<file path="config.mk">
export PLATFORM = sky130hd
export DESIGN_NAME = periodic_task_dispatcher_top
export DESIGN_NICKNAME = d
export VERILOG_FILES = /design/src/rtl/ptd_pkg.sv /design/src/rtl/ptd_cell.sv /design/src/rtl/periodic_task_dispatcher_top.sv
export SDC_FILE = /design/constraint.sdc
export NUM_CORES = 1
export LEC_CHECK = 0
export ABC_AREA = 1
export BUFFER_PORTS_ARGS = -buffer_cell sky130_fd_sc_hd__clkbuf_2
export CORE_UTILIZATION = 35
export DETAILED_ROUTE_END_ITERATION = 8
export SLEW_MARGIN = 5
export SYNTH_ARGS = -nofsm -noshare
export SYNTH_HDL_FRONTEND = slang
export SYNTH_HIERARCHICAL = 1
export SYNTH_SLANG_ARGS = --single-unit
</file>
<file path="constraint.sdc">
create_clock -name clk -period 7.9 [get_ports clk]
set_input_delay 0.395 -clock clk [delete_from_list [all_inputs] [get_ports clk]]
set_output_delay 0.395 -clock clk [all_outputs]
set_load 0.1 [all_outputs]
</file>
<file path="src/rtl/ptd_pkg.sv">
// ---------------------------------------------------------------------------
// ptd_pkg: shared types and constants
// Beat types, operation codes and the control group that drives the slot cells.
// ---------------------------------------------------------------------------
package ptd_pkg;

	localparam int TASK_SLOTS = 8;
	localparam int MAX_FIRED  = 8;
	localparam int FOUND_W    = $clog2(MAX_FIRED + 1);

	localparam logic [2:0] OP_TICK    = 3'd0;
	localparam logic [2:0] OP_CREATE  = 3'd1;
	localparam logic [2:0] OP_SUSPEND = 3'd2;
	localparam logic [2:0] OP_RESUME  = 3'd3;
	localparam logic [2:0] OP_DELETE  = 3'd4;

	typedef struct packed {
		logic [2:0]  op;
		logic [2:0]  task_id;
		logic [15:0] period;
		logic [15:0] first_delay;
	} ptd_in_t;

	typedef struct packed {
		logic [2:0] fired_task;
		logic       last;
	} ptd_out_t;

	typedef struct packed {
		logic        wr;
		logic        shift;
		logic [2:0]  op;
		logic [2:0]  task_id;
		logic [15:0] period;
		logic [15:0] first_delay;
	} ptd_ctl_t;

endpackage

</file>
<file path="src/rtl/ptd_cell.sv">
// ---------------------------------------------------------------------------
// ptd_cell: one task slot
// Holds valid, ready, period and countdown; on a tick it settles its due bit,
// then shifts due bits toward slot 0 one position per cycle.
// ---------------------------------------------------------------------------
module ptd_cell #(
	parameter int IDX = 0
) (
	input  logic            clk,
	input  logic            arst_n,
	input  ptd_pkg::ptd_ctl_t ctl,
	input  logic            fire_in,
	output logic            fire_out
);
	import ptd_pkg::*;

	logic        valid_q;
	logic        ready_q;
	logic        fire_q;
	logic [15:0] period_q;
	logic [15:0] count_q;
	logic        sel;
	logic        tick;
	logic        live;

	assign sel  = ctl.wr && (int'(ctl.task_id) == IDX);
	assign tick = ctl.wr && (ctl.op == OP_TICK);
	assign live = valid_q && ready_q;
	assign fire_out = fire_q;

	always_ff @(posedge clk or negedge arst_n) begin
		if (!arst_n) begin
			valid_q <= 1'b0;
			ready_q <= 1'b0;
			fire_q  <= 1'b0;
		end else begin
			if (tick) begin
				fire_q <= live && (count_q == 16'd0);
			end else if (ctl.shift) begin
				fire_q <= fire_in;
			end
			if (sel) begin
				unique case (ctl.op)
					OP_CREATE: begin
						valid_q <= 1'b1;
						ready_q <= 1'b1;
					end
					OP_SUSPEND: ready_q <= 1'b0;
					OP_RESUME:  ready_q <= 1'b1;
					OP_DELETE:  valid_q <= 1'b0;
					default: ;
				endcase
			end
		end
	end

	always_ff @(posedge clk) begin
		if (sel && ctl.op == OP_CREATE) begin
			period_q <= ctl.period;
			count_q  <= ctl.first_delay;
		end else if (tick && live) begin
			if (count_q == 16'd0)
				count_q <= period_q - 16'd1;
			else
				count_q <= count_q - 16'd1;
		end
	end

endmodule

</file>
<file path="src/rtl/periodic_task_dispatcher_top.sv">
// ---------------------------------------------------------------------------
// periodic_task_dispatcher_top: time-triggered task slot table
// Create, suspend, resume and delete leave busy low; a tick walks the slots
// and reports each fired slot as one result beat.
// ---------------------------------------------------------------------------
// A command is taken when start is high and busy is low. Create, suspend,
// resume, delete and unknown codes finish in the accept cycle and leave busy
// low. A tick updates the countdown of each valid, ready slot in the accept
// cycle, then the due bits shift out of the cell row one slot per cycle, so busy
// stays high through the walk and flush states. Each fired slot appears on
// result for one cycle with strobe high, in slot order, at most eight per tick,
// with last set on the final one; the receiver cannot stall, so beats must be
// taken as they come. A tick with nothing due gives no beat.
module periodic_task_dispatcher_top #(
	parameter int TASK_SLOTS = ptd_pkg::TASK_SLOTS
) (
	input  logic             clk,
	input  logic             arst_n,
	input  logic             start,
	output logic             busy,
	input  ptd_pkg::ptd_in_t  item,
	output logic             strobe,
	output ptd_pkg::ptd_out_t result
);
	import ptd_pkg::*;

	localparam int IW = (TASK_SLOTS > 1) ? $clog2(TASK_SLOTS) : 1;

	typedef enum logic [1:0] {S_IDLE, S_WALK, S_FLUSH} state_t;

	state_t             state_q;
	logic [IW-1:0]      idx_q;
	logic [FOUND_W-1:0] found_q;
	logic               pend_v_q;
	logic [2:0]         pend_q;
	logic               strobe_q;
	ptd_out_t           result_q;
	ptd_ctl_t           ctl;
	logic [TASK_SLOTS-1:0] fire;
	logic               accept;
	logic               hit;

	assign accept = start && !busy;
	assign busy   = (state_q != S_IDLE);
	assign strobe = strobe_q;
	assign result = result_q;
	assign hit    = fire[0] && (found_q < FOUND_W'(MAX_FIRED));

	always_comb begin
		ctl.wr          = accept;
		ctl.shift       = (state_q == S_WALK);
		ctl.op          = item.op;
		ctl.task_id     = item.task_id;
		ctl.period      = item.period;
		ctl.first_delay = item.first_delay;
	end

	for (genvar i = 0; i < TASK_SLOTS; i++) begin : g_cell
		logic nxt;
		if (i == TASK_SLOTS - 1) begin : g_end
			assign nxt = 1'b0;
		end else begin : g_mid
			assign nxt = fire[i+1];
		end
		ptd_cell #(.IDX(i)) u_cell (
			.clk     (clk),
			.arst_n  (arst_n),
			.ctl     (ctl),
			.fire_in (nxt),
			.fire_out(fire[i])
		);
	end

	always_ff @(posedge clk or negedge arst_n) begin
		if (!arst_n) begin
			state_q  <= S_IDLE;
			idx_q    <= '0;
			found_q  <= '0;
			pend_v_q <= 1'b0;
			pend_q   <= '0;
			strobe_q <= 1'b0;
			result_q <= '0;
		end else begin
			strobe_q <= 1'b0;
			unique case (state_q)
				S_IDLE: begin
					if (accept && item.op == OP_TICK) begin
						state_q  <= S_WALK;
						idx_q    <= '0;
						found_q  <= '0;
						pend_v_q <= 1'b0;
					end
				end
				S_WALK: begin
					if (hit) begin
						if (pend_v_q) begin
							strobe_q            <= 1'b1;
							result_q.fired_task <= pend_q;
							result_q.last       <= 1'b0;
						end
						pend_q   <= 3'(idx_q);
						pend_v_q <= 1'b1;
						found_q  <= found_q + FOUND_W'(1);
					end
					if (idx_q == IW'(TASK_SLOTS - 1))
						state_q <= S_FLUSH;
					else
						idx_q <= idx_q + IW'(1);
				end
				S_FLUSH: begin
					if (pend_v_q) begin
						strobe_q            <= 1'b1;
						result_q.fired_task <= pend_q;
						result_q.last       <= 1'b1;
					end
					pend_v_q <= 1'b0;
					state_q  <= S_IDLE;
				end
				default: state_q <= S_IDLE;
			endcase
		end
	end

	a_strobe_after_busy: assert property (@(posedge clk) disable iff (!arst_n)
		strobe |-> $past(busy))
		else $error("result beat without a tick in progress");

	a_found_cap: assert property (@(posedge clk) disable iff (!arst_n)
		found_q <= FOUND_W'(MAX_FIRED))
		else $error("fired count above limit");

	a_tick_busy: assert property (@(posedge clk) disable iff (!arst_n)
		(accept && item.op == OP_TICK) |=> busy)
		else $error("tick taken without walk");

	a_last_ends: assert property (@(posedge clk) disable iff (!arst_n)
		(strobe && result.last) |=> !strobe)
		else $error("beat after last");

	a_pend_idle: assert property (@(posedge clk) disable iff (!arst_n)
		(state_q == S_IDLE) |-> !pend_v_q)
		else $error("pending beat left behind");

endmodule
</file>
# After elaboration in Yosys (flattened, before gate mapping)
# Cells that the tools add are included.
[totals]
mem_count = 0
mem_bits_ro = 0
out_inout_bits = 6
in_bits = 41
ramBits = 0
word_cells = 241
reg_bits = 298
latchBits = 0
[classes]
n_addsub = 18
n_shift = 0
n_mux = 61
reduce_logical = 93
bitwise = 0
n_mul = 0
div = 0
eq_ne = 20
order_cmp = 1
[op_table]
columns = ["operator", "count"]
rows = [
  ["$mux W16", 24],
  ["$sub A16 B1 Y16 const B", 16],
  ["$logic_not A16 Y1", 8],
  ["$logic_and A1 B1 Y1", 43],
  ["$reduce_and A2 Y1", 18],
  ["$reduce_bool A2 Y1", 14],
  ["$mux W1", 20],
  ["$mux W4", 5],
  ["$eq A3 B3 Y1 const B", 6],
  ["$pmux W4 S2", 2],
  ["$eq A3 B2 Y1 const B", 4],
  ["$reduce_and A3 Y1", 3],
  ["$eq A3 B1 Y1 const B", 2],
  ["$logic_not A3 Y1", 2],
  ["$mux W3", 2],
  ["$ne A2 B1 Y1 const B", 3],
  ["$ne A2 B2 Y1 const B", 3],
  ["$pmux W1 S2", 3],
  ["$pmux W3 S2", 1],
  ["$add A4 B1 Y4 const B", 1],
  ["$lt A4 B4 Y1 const B", 1],
  ["$mux W2", 2],
  ["$pmux W2 S2", 1],
  ["$reduce_and A4 Y1", 1],
  ["8 further kinds", 8],
]

# Logic depth before layout (Yosys ltp)
[depth]
word_depth = 7
depth_mapped = 16
ltp_nobuf = 16

# Hierarchy
# The synthesis kept the hierarchy.
[by_module_without_submodules]
columns = ["module", "instances", "area_each_um2", "seq_area_each_um2", "cells_each"]
rows = [
  ["ptd_cell (g_cell[5].u_cell ...)", 2, 2074.5, 1036.0, 265],
  ["ptd_cell (g_cell[1].u_cell ...)", 2, 2064.5, 1036.0, 263],
  ["ptd_cell (g_cell[4].u_cell)", 1, 2195.9, 1036.0, 261],
  ["ptd_cell (g_cell[3].u_cell)", 1, 2115.8, 1036.0, 263],
  ["ptd_cell (g_cell[0].u_cell)", 1, 2097.0, 1036.0, 263],
  ["ptd_cell (g_cell[7].u_cell)", 1, 2095.8, 1036.0, 264],
  ["periodic_task_dispatcher_top", 1, 979.7, 450.4, 116],
]

# Worst setup path after synthesis
# Ideal clock, no wire load.
[synth_timing]
kind = "reg2reg"
startpoint = "register state_q[0]"
endpoint = "register g_cell[1].u_cell.count_q[0], enable pin"
setup_slack_ns = 5.090
t_arrival_ns = 2.438
required_ns = 7.528
path_stages_with_launch = 12
setup_time_ns = 0.372
path_buffers = 1
period_less_slack_ns = 2.810
cell_sequence = "dfrtp_1 > inv_1 > ha_1 > nand2_1 > inv_1 > nand2_1 > nor3_1 > nand3_1 > nor2_2 > inv_2 > buf_2 > nand2_1"
[synth_via]
elab_chain_cells = 6
word_cells_on_any_way = 8
cone_classes = "8 x reduce/logical"
[synth_lines]
columns = ["item", "line", "text"]
rows = [
  ["start: declaration", "periodic_task_dispatcher_top.sv:31", "state_t state_q;"],
  ["start signal: assignment", "periodic_task_dispatcher_top.sv:76", "state_q <= S_IDLE;"],
  ["start signal: assignment", "periodic_task_dispatcher_top.sv:88", "state_q <= S_WALK;"],
  ["start signal: assignment", "periodic_task_dispatcher_top.sv:106", "state_q <= S_FLUSH;"],
  ["$reduce_bool A2 Y1 *", "periodic_task_dispatcher_top.sv:44", "assign busy = (state_q != S_IDLE);"],
  ["$logic_not A1 Y1 *", "periodic_task_dispatcher_top.sv:43", "assign accept = start && !busy;"],
  ["$logic_and A1 B1 Y1 *", "periodic_task_dispatcher_top.sv:43", ""],
  ["via accept", "periodic_task_dispatcher_top.sv:40", "logic accept;"],
  ["$logic_and A1 B1 Y1 (on tied branches)", "ptd_cell.sv:27, ptd_cell.sv:26", ""],
  ["$logic_and A1 B1 Y1 (on tied branches)", "ptd_cell.sv:61, ptd_cell.sv:58", ""],
  ["$reduce_bool A2 Y1 (no line) *", "n/a", ""],
  ["end signal: assignment", "ptd_cell.sv:60", "count_q <= ctl.first_delay;"],
  ["end signal: assignment", "ptd_cell.sv:63", "count_q <= period_q - 16'd1;"],
  ["end signal: assignment", "ptd_cell.sv:65", "count_q <= count_q - 16'd1;"],
  ["end: declaration", "ptd_cell.sv:21", "logic [15:0] count_q;"],
]
# The timed path passes the listed nets; every way through them passes the cells marked *.
# A chain may end at the register's enable or synchronous reset.

# Worst setup path after layout
[layout_timing]
startpoint = "register state_q[0]"
endpoint = "register g_cell[0].u_cell.count_q[2], enable pin"
[layout_via]
elab_chain_cells = 6
word_cells_on_any_way = 8
cone_classes = "8 x reduce/logical"
[layout_lines]
columns = ["item", "line"]
rows = [
  ["$reduce_bool A2 Y1 *", "periodic_task_dispatcher_top.sv:44"],
  ["$logic_not A1 Y1 *", "periodic_task_dispatcher_top.sv:43"],
  ["$logic_and A1 B1 Y1 *", "periodic_task_dispatcher_top.sv:43"],
  ["via accept", "periodic_task_dispatcher_top.sv:40"],
  ["$logic_and A1 B1 Y1 (on tied branches)", "ptd_cell.sv:27, ptd_cell.sv:26"],
  ["$logic_and A1 B1 Y1 (on tied branches)", "ptd_cell.sv:61, ptd_cell.sv:58"],
  ["$reduce_bool A2 Y1 (no line) *", "n/a"],
  ["end signal: assignment", "ptd_cell.sv:60"],
  ["end signal: assignment", "ptd_cell.sv:63"],
  ["end signal: assignment", "ptd_cell.sv:65"],
  ["end: declaration", "ptd_cell.sv:21"],
]
# Marks and branches as above.

==> flow_summary.yaml <==
status:
  outcome: "finished, final reports clean"
sta:
  slew_headroom_pct: 43.3
  fin_crit_ns: 4.13
  fmax_ghz: 0.242
  fin_crit_sh_pct: 52.3
  fin_skew_ns: 0.0122
  setup_viol: 0
  tightest_slew_ns: 0.849
  setup_tns_ns: 0
  whs_ns: 0.390
  rsz0062_at_grt: "no"
  drv_slew: 0
  hold_viol: 0
power_and_ir_drop:
  finalPower_w: 0.00390
  ir_drop_mv: 0.273
  power_leakage_nw: 8.65
  p_per_area_nw_per_um2: 198
cts:
  htreeDepth: 2
  clockRootBuffer: "clkbuf_16"
  worstSkewPairLatency_ns: 0.55
  cts_setup_buffers: 0
  clock_path_buffers: 3
  cts_tree: "yes"
  cts_sinks: 298
  numCtsBuffers: 35
  clkTransAtPathRegs_ns: 0.06
worst_setup_path:
  crit_buf_inv: 4
  crit_fanout: 32
  crit_path_end_kind: "flop"
  cpPeakStageDelay_ns: 0.69
  path_cells: "inv_1 > ha_1 > nand2_1 > inv_1 > inv_1 > nor4_2 > nand3_1 > nor2_4 > inv_2 > nand2_1"
  cp_common_cell: "inv_1"
  critPathTopFamily: "simple AND/OR/NAND/NOR gates"
  cp-start-kind: "flop"
  required_ns: 8.07
  worstPathArrival_ns: 4.30
  critical_path.slowest_cell: "nor2_4"
  crit_type: "flop to flop"
die:
  core_sq_um: 50100
  start_util_pct: 35.5
  die_w_um: 227
  die_h_um: 227
  dieArea_sq_um: 51700
  rows: 82
  pin_count: 47
place:
  place.gp.congestion: 0.908
  port_buffers: 46
  place_area_sq_um: 18600
  dp_hpwl_um: 33800
layout:
  multi_input_comb_area_sq_um: 7690
  seq_area_sq_um: 8740
  design_area_sq_um: 19700
  fillers: 5151
  n_antenna_cell: 0
  synthToLayoutAreaGrowth_pct: 11.2
  utilization_pct: 39.4
  final_layout_size_suffix_gt1_share_pct: 13.8
  nets: 2341
hold_path:
  hp-class: "input pin to flop"
detailed_routing:
  antenna_left: 0
  route.detailed.drc: 0
  wirelength_um: 53000
  via_per_inst: 5.03
  firstDrtPassIters: 5
  dr_total_vias: 15000
  routedWlPerCell_um: 17.8
  first_iter_violations: 1347
yosys:
  synth_seq_cells: 298
  postSynthAreaPerCell_sq_um: 7.99
  ys_warn_count: 6
  yosysSeqAreaShare_pct: 49.2
  netlist_instances: 2223
  syn_area_sq_um: 17800
  synth_nets: 2281
  synth.distinct_cells: 44
global_route:
  grt_max_degree: 43
  first_global_vias: 14200
  grt_antenna_before_repair: 4
  grt_pass1_wl_um: 81100
  grtUsageTotal_pct: 21.0
  grt_overflow: 0
run:
  cap_violations: 0
[logic make-up (layout without fill, tap and decap cells)]
logic type / Yosys count / after routing / share of synthesized area, %
adder cells (fa/ha/maj): 17 / 17 / 1.20
buffers and inverters: 315 / 401 / 7.52
AO/OA/AOI/OAI: 125 / 125 / 4.27
AND/OR/NAND/NOR: 1467 / 1467 / 37.8
flip-flops: 298 / 298 / 49.2
other: 1 / 1 / 0.0211
[final cells by class]
| cell class | count | area share (%) |
|---|---|---|
| multi-input combinational | 1610 | 38.9 |
| tap | 672 | 4.26 |
| clock buffer | 50 | 5.15 |
| sequential | 298 | 44.3 |
| inverter | 282 | 5.37 |
| timing repair buffer | 56 | 1.56 |
| clock inverter | 13 | 0.475 |
[where the power goes]
group	leakage, nW	total, W	internal (W)	switching [W]
Clock	0.544	0.00159	0.000930	0.000663
Sequential	2.84	0.00184	0.00179	0.0000563
Combinational	5.27	0.000467	0.000124	0.000343
Total	8.65	0.00390	0.00284	0.00106
[flip-flops by register name, indices dropped and copies added (netlist names), 3 cells and up]
signal,count
pend_q,3
g_cell.u_cell/ready_q,8
idx_q,3
g_cell.u_cell/fire_out,8
g_cell.u_cell/count_q,128
g_cell.u_cell/period_q,128
g_cell.u_cell/valid_q,8
found_q,4
result,4
[metrics by stage]
stage / worst slack [ns] / std cells
after floorplan: 5.09 / 2223
after global placement: 3.99 / 2917
after detailed placement: 3.81 / 2917
after CTS: 3.83 / 2981
after global routing: 3.40 / 2981
final: 3.77 / 2981
[final timing paths]
check	start	end	slack [ns]	cells past startpoint
worst max-delay path	state_q[0]	g_cell[0].u_cell/count_q[2]	3.77	10
worst min-delay path	item[16]	g_cell[0].u_cell/period_q[0]	0.39	1
worst max register to register	state_q[0]	g_cell[0].u_cell/count_q[2]	3.77	10
worst min register to register	g_cell[3].u_cell/ready_q	g_cell[3].u_cell/ready_q	0.47	2
max in group asynchronous	arst_n	g_cell[1].u_cell/valid_q	6.99	3
min in group asynchronous	arst_n	result[1]	0.49	3
[worst reg2reg max path: cells and delay by family (launching register included)]
kind	cells	cell delay (ns)
AND/OR/NAND/NOR	5	1.90
flip-flops	1	0.43
buffers and inverters	4	1.11
adder cells (fa/ha/maj)	1	0.31
[cells in the mapped netlist, drive strengths merged]
library cell / number / area share, %
clkbuf: 2 / 0.099
a31oi: 16 / 0.56
dfrtp: 42 / 5.9
o211ai: 1 / 0.042
nor3b: 3 / 0.21
conb: 1 / 0.021
or2: 1 / 0.035
o31ai: 1 / 0.042
edfxtp: 256 / 43
buf: 31 / 1.5
nor4: 1 / 0.070
nand2: 777 / 17
nand4: 22 / 0.77
nor3: 3 / 0.11
o21ai: 59 / 1.7
nand3b: 16 / 0.81
nor2: 378 / 9.8
and2: 8 / 0.28
a21oi: 31 / 0.96
o32a: 8 / 0.45
inv: 282 / 6.0
o21bai: 9 / 0.55
ha: 17 / 1.2
nand3: 258 / 8.2
[cell usage in the layout, fill, tap and decap left out, types with 24 or more instances in the layout]
master / synthesis / final
inv_1: 248 / 248
nor2_1: 294 / 294
o21ai_0: 48 / 48
inv_2: 33 / 33
nor2_2: 60 / 60
clkbuf_16: 0 / 38
nor2_4: 24 / 24
clkbuf_2: 0 / 46
a21oi_1: 29 / 29
edfxtp_1: 256 / 256
nand2_2: 43 / 43
nand2_1: 723 / 723
nand3_1: 237 / 237
dfrtp_1: 42 / 42
[routing by layer]
metal	vias to the layer above	part of all wire (%)	GRT usage (%)
met5	-	0.019	0
met4	2	2.4	6.04
met1	7116	45	29.0
met2	488	45	33.8
li1	7332	-	-
met3	68	7.4	3.36
[timing repair]
item                      in CTS  in global routing
gates resized for setup        0                  0
hold endpoints to repair      42                  0
hold buffers                   1                  0
Note: power is estimated with default switching activity, not from simulation.
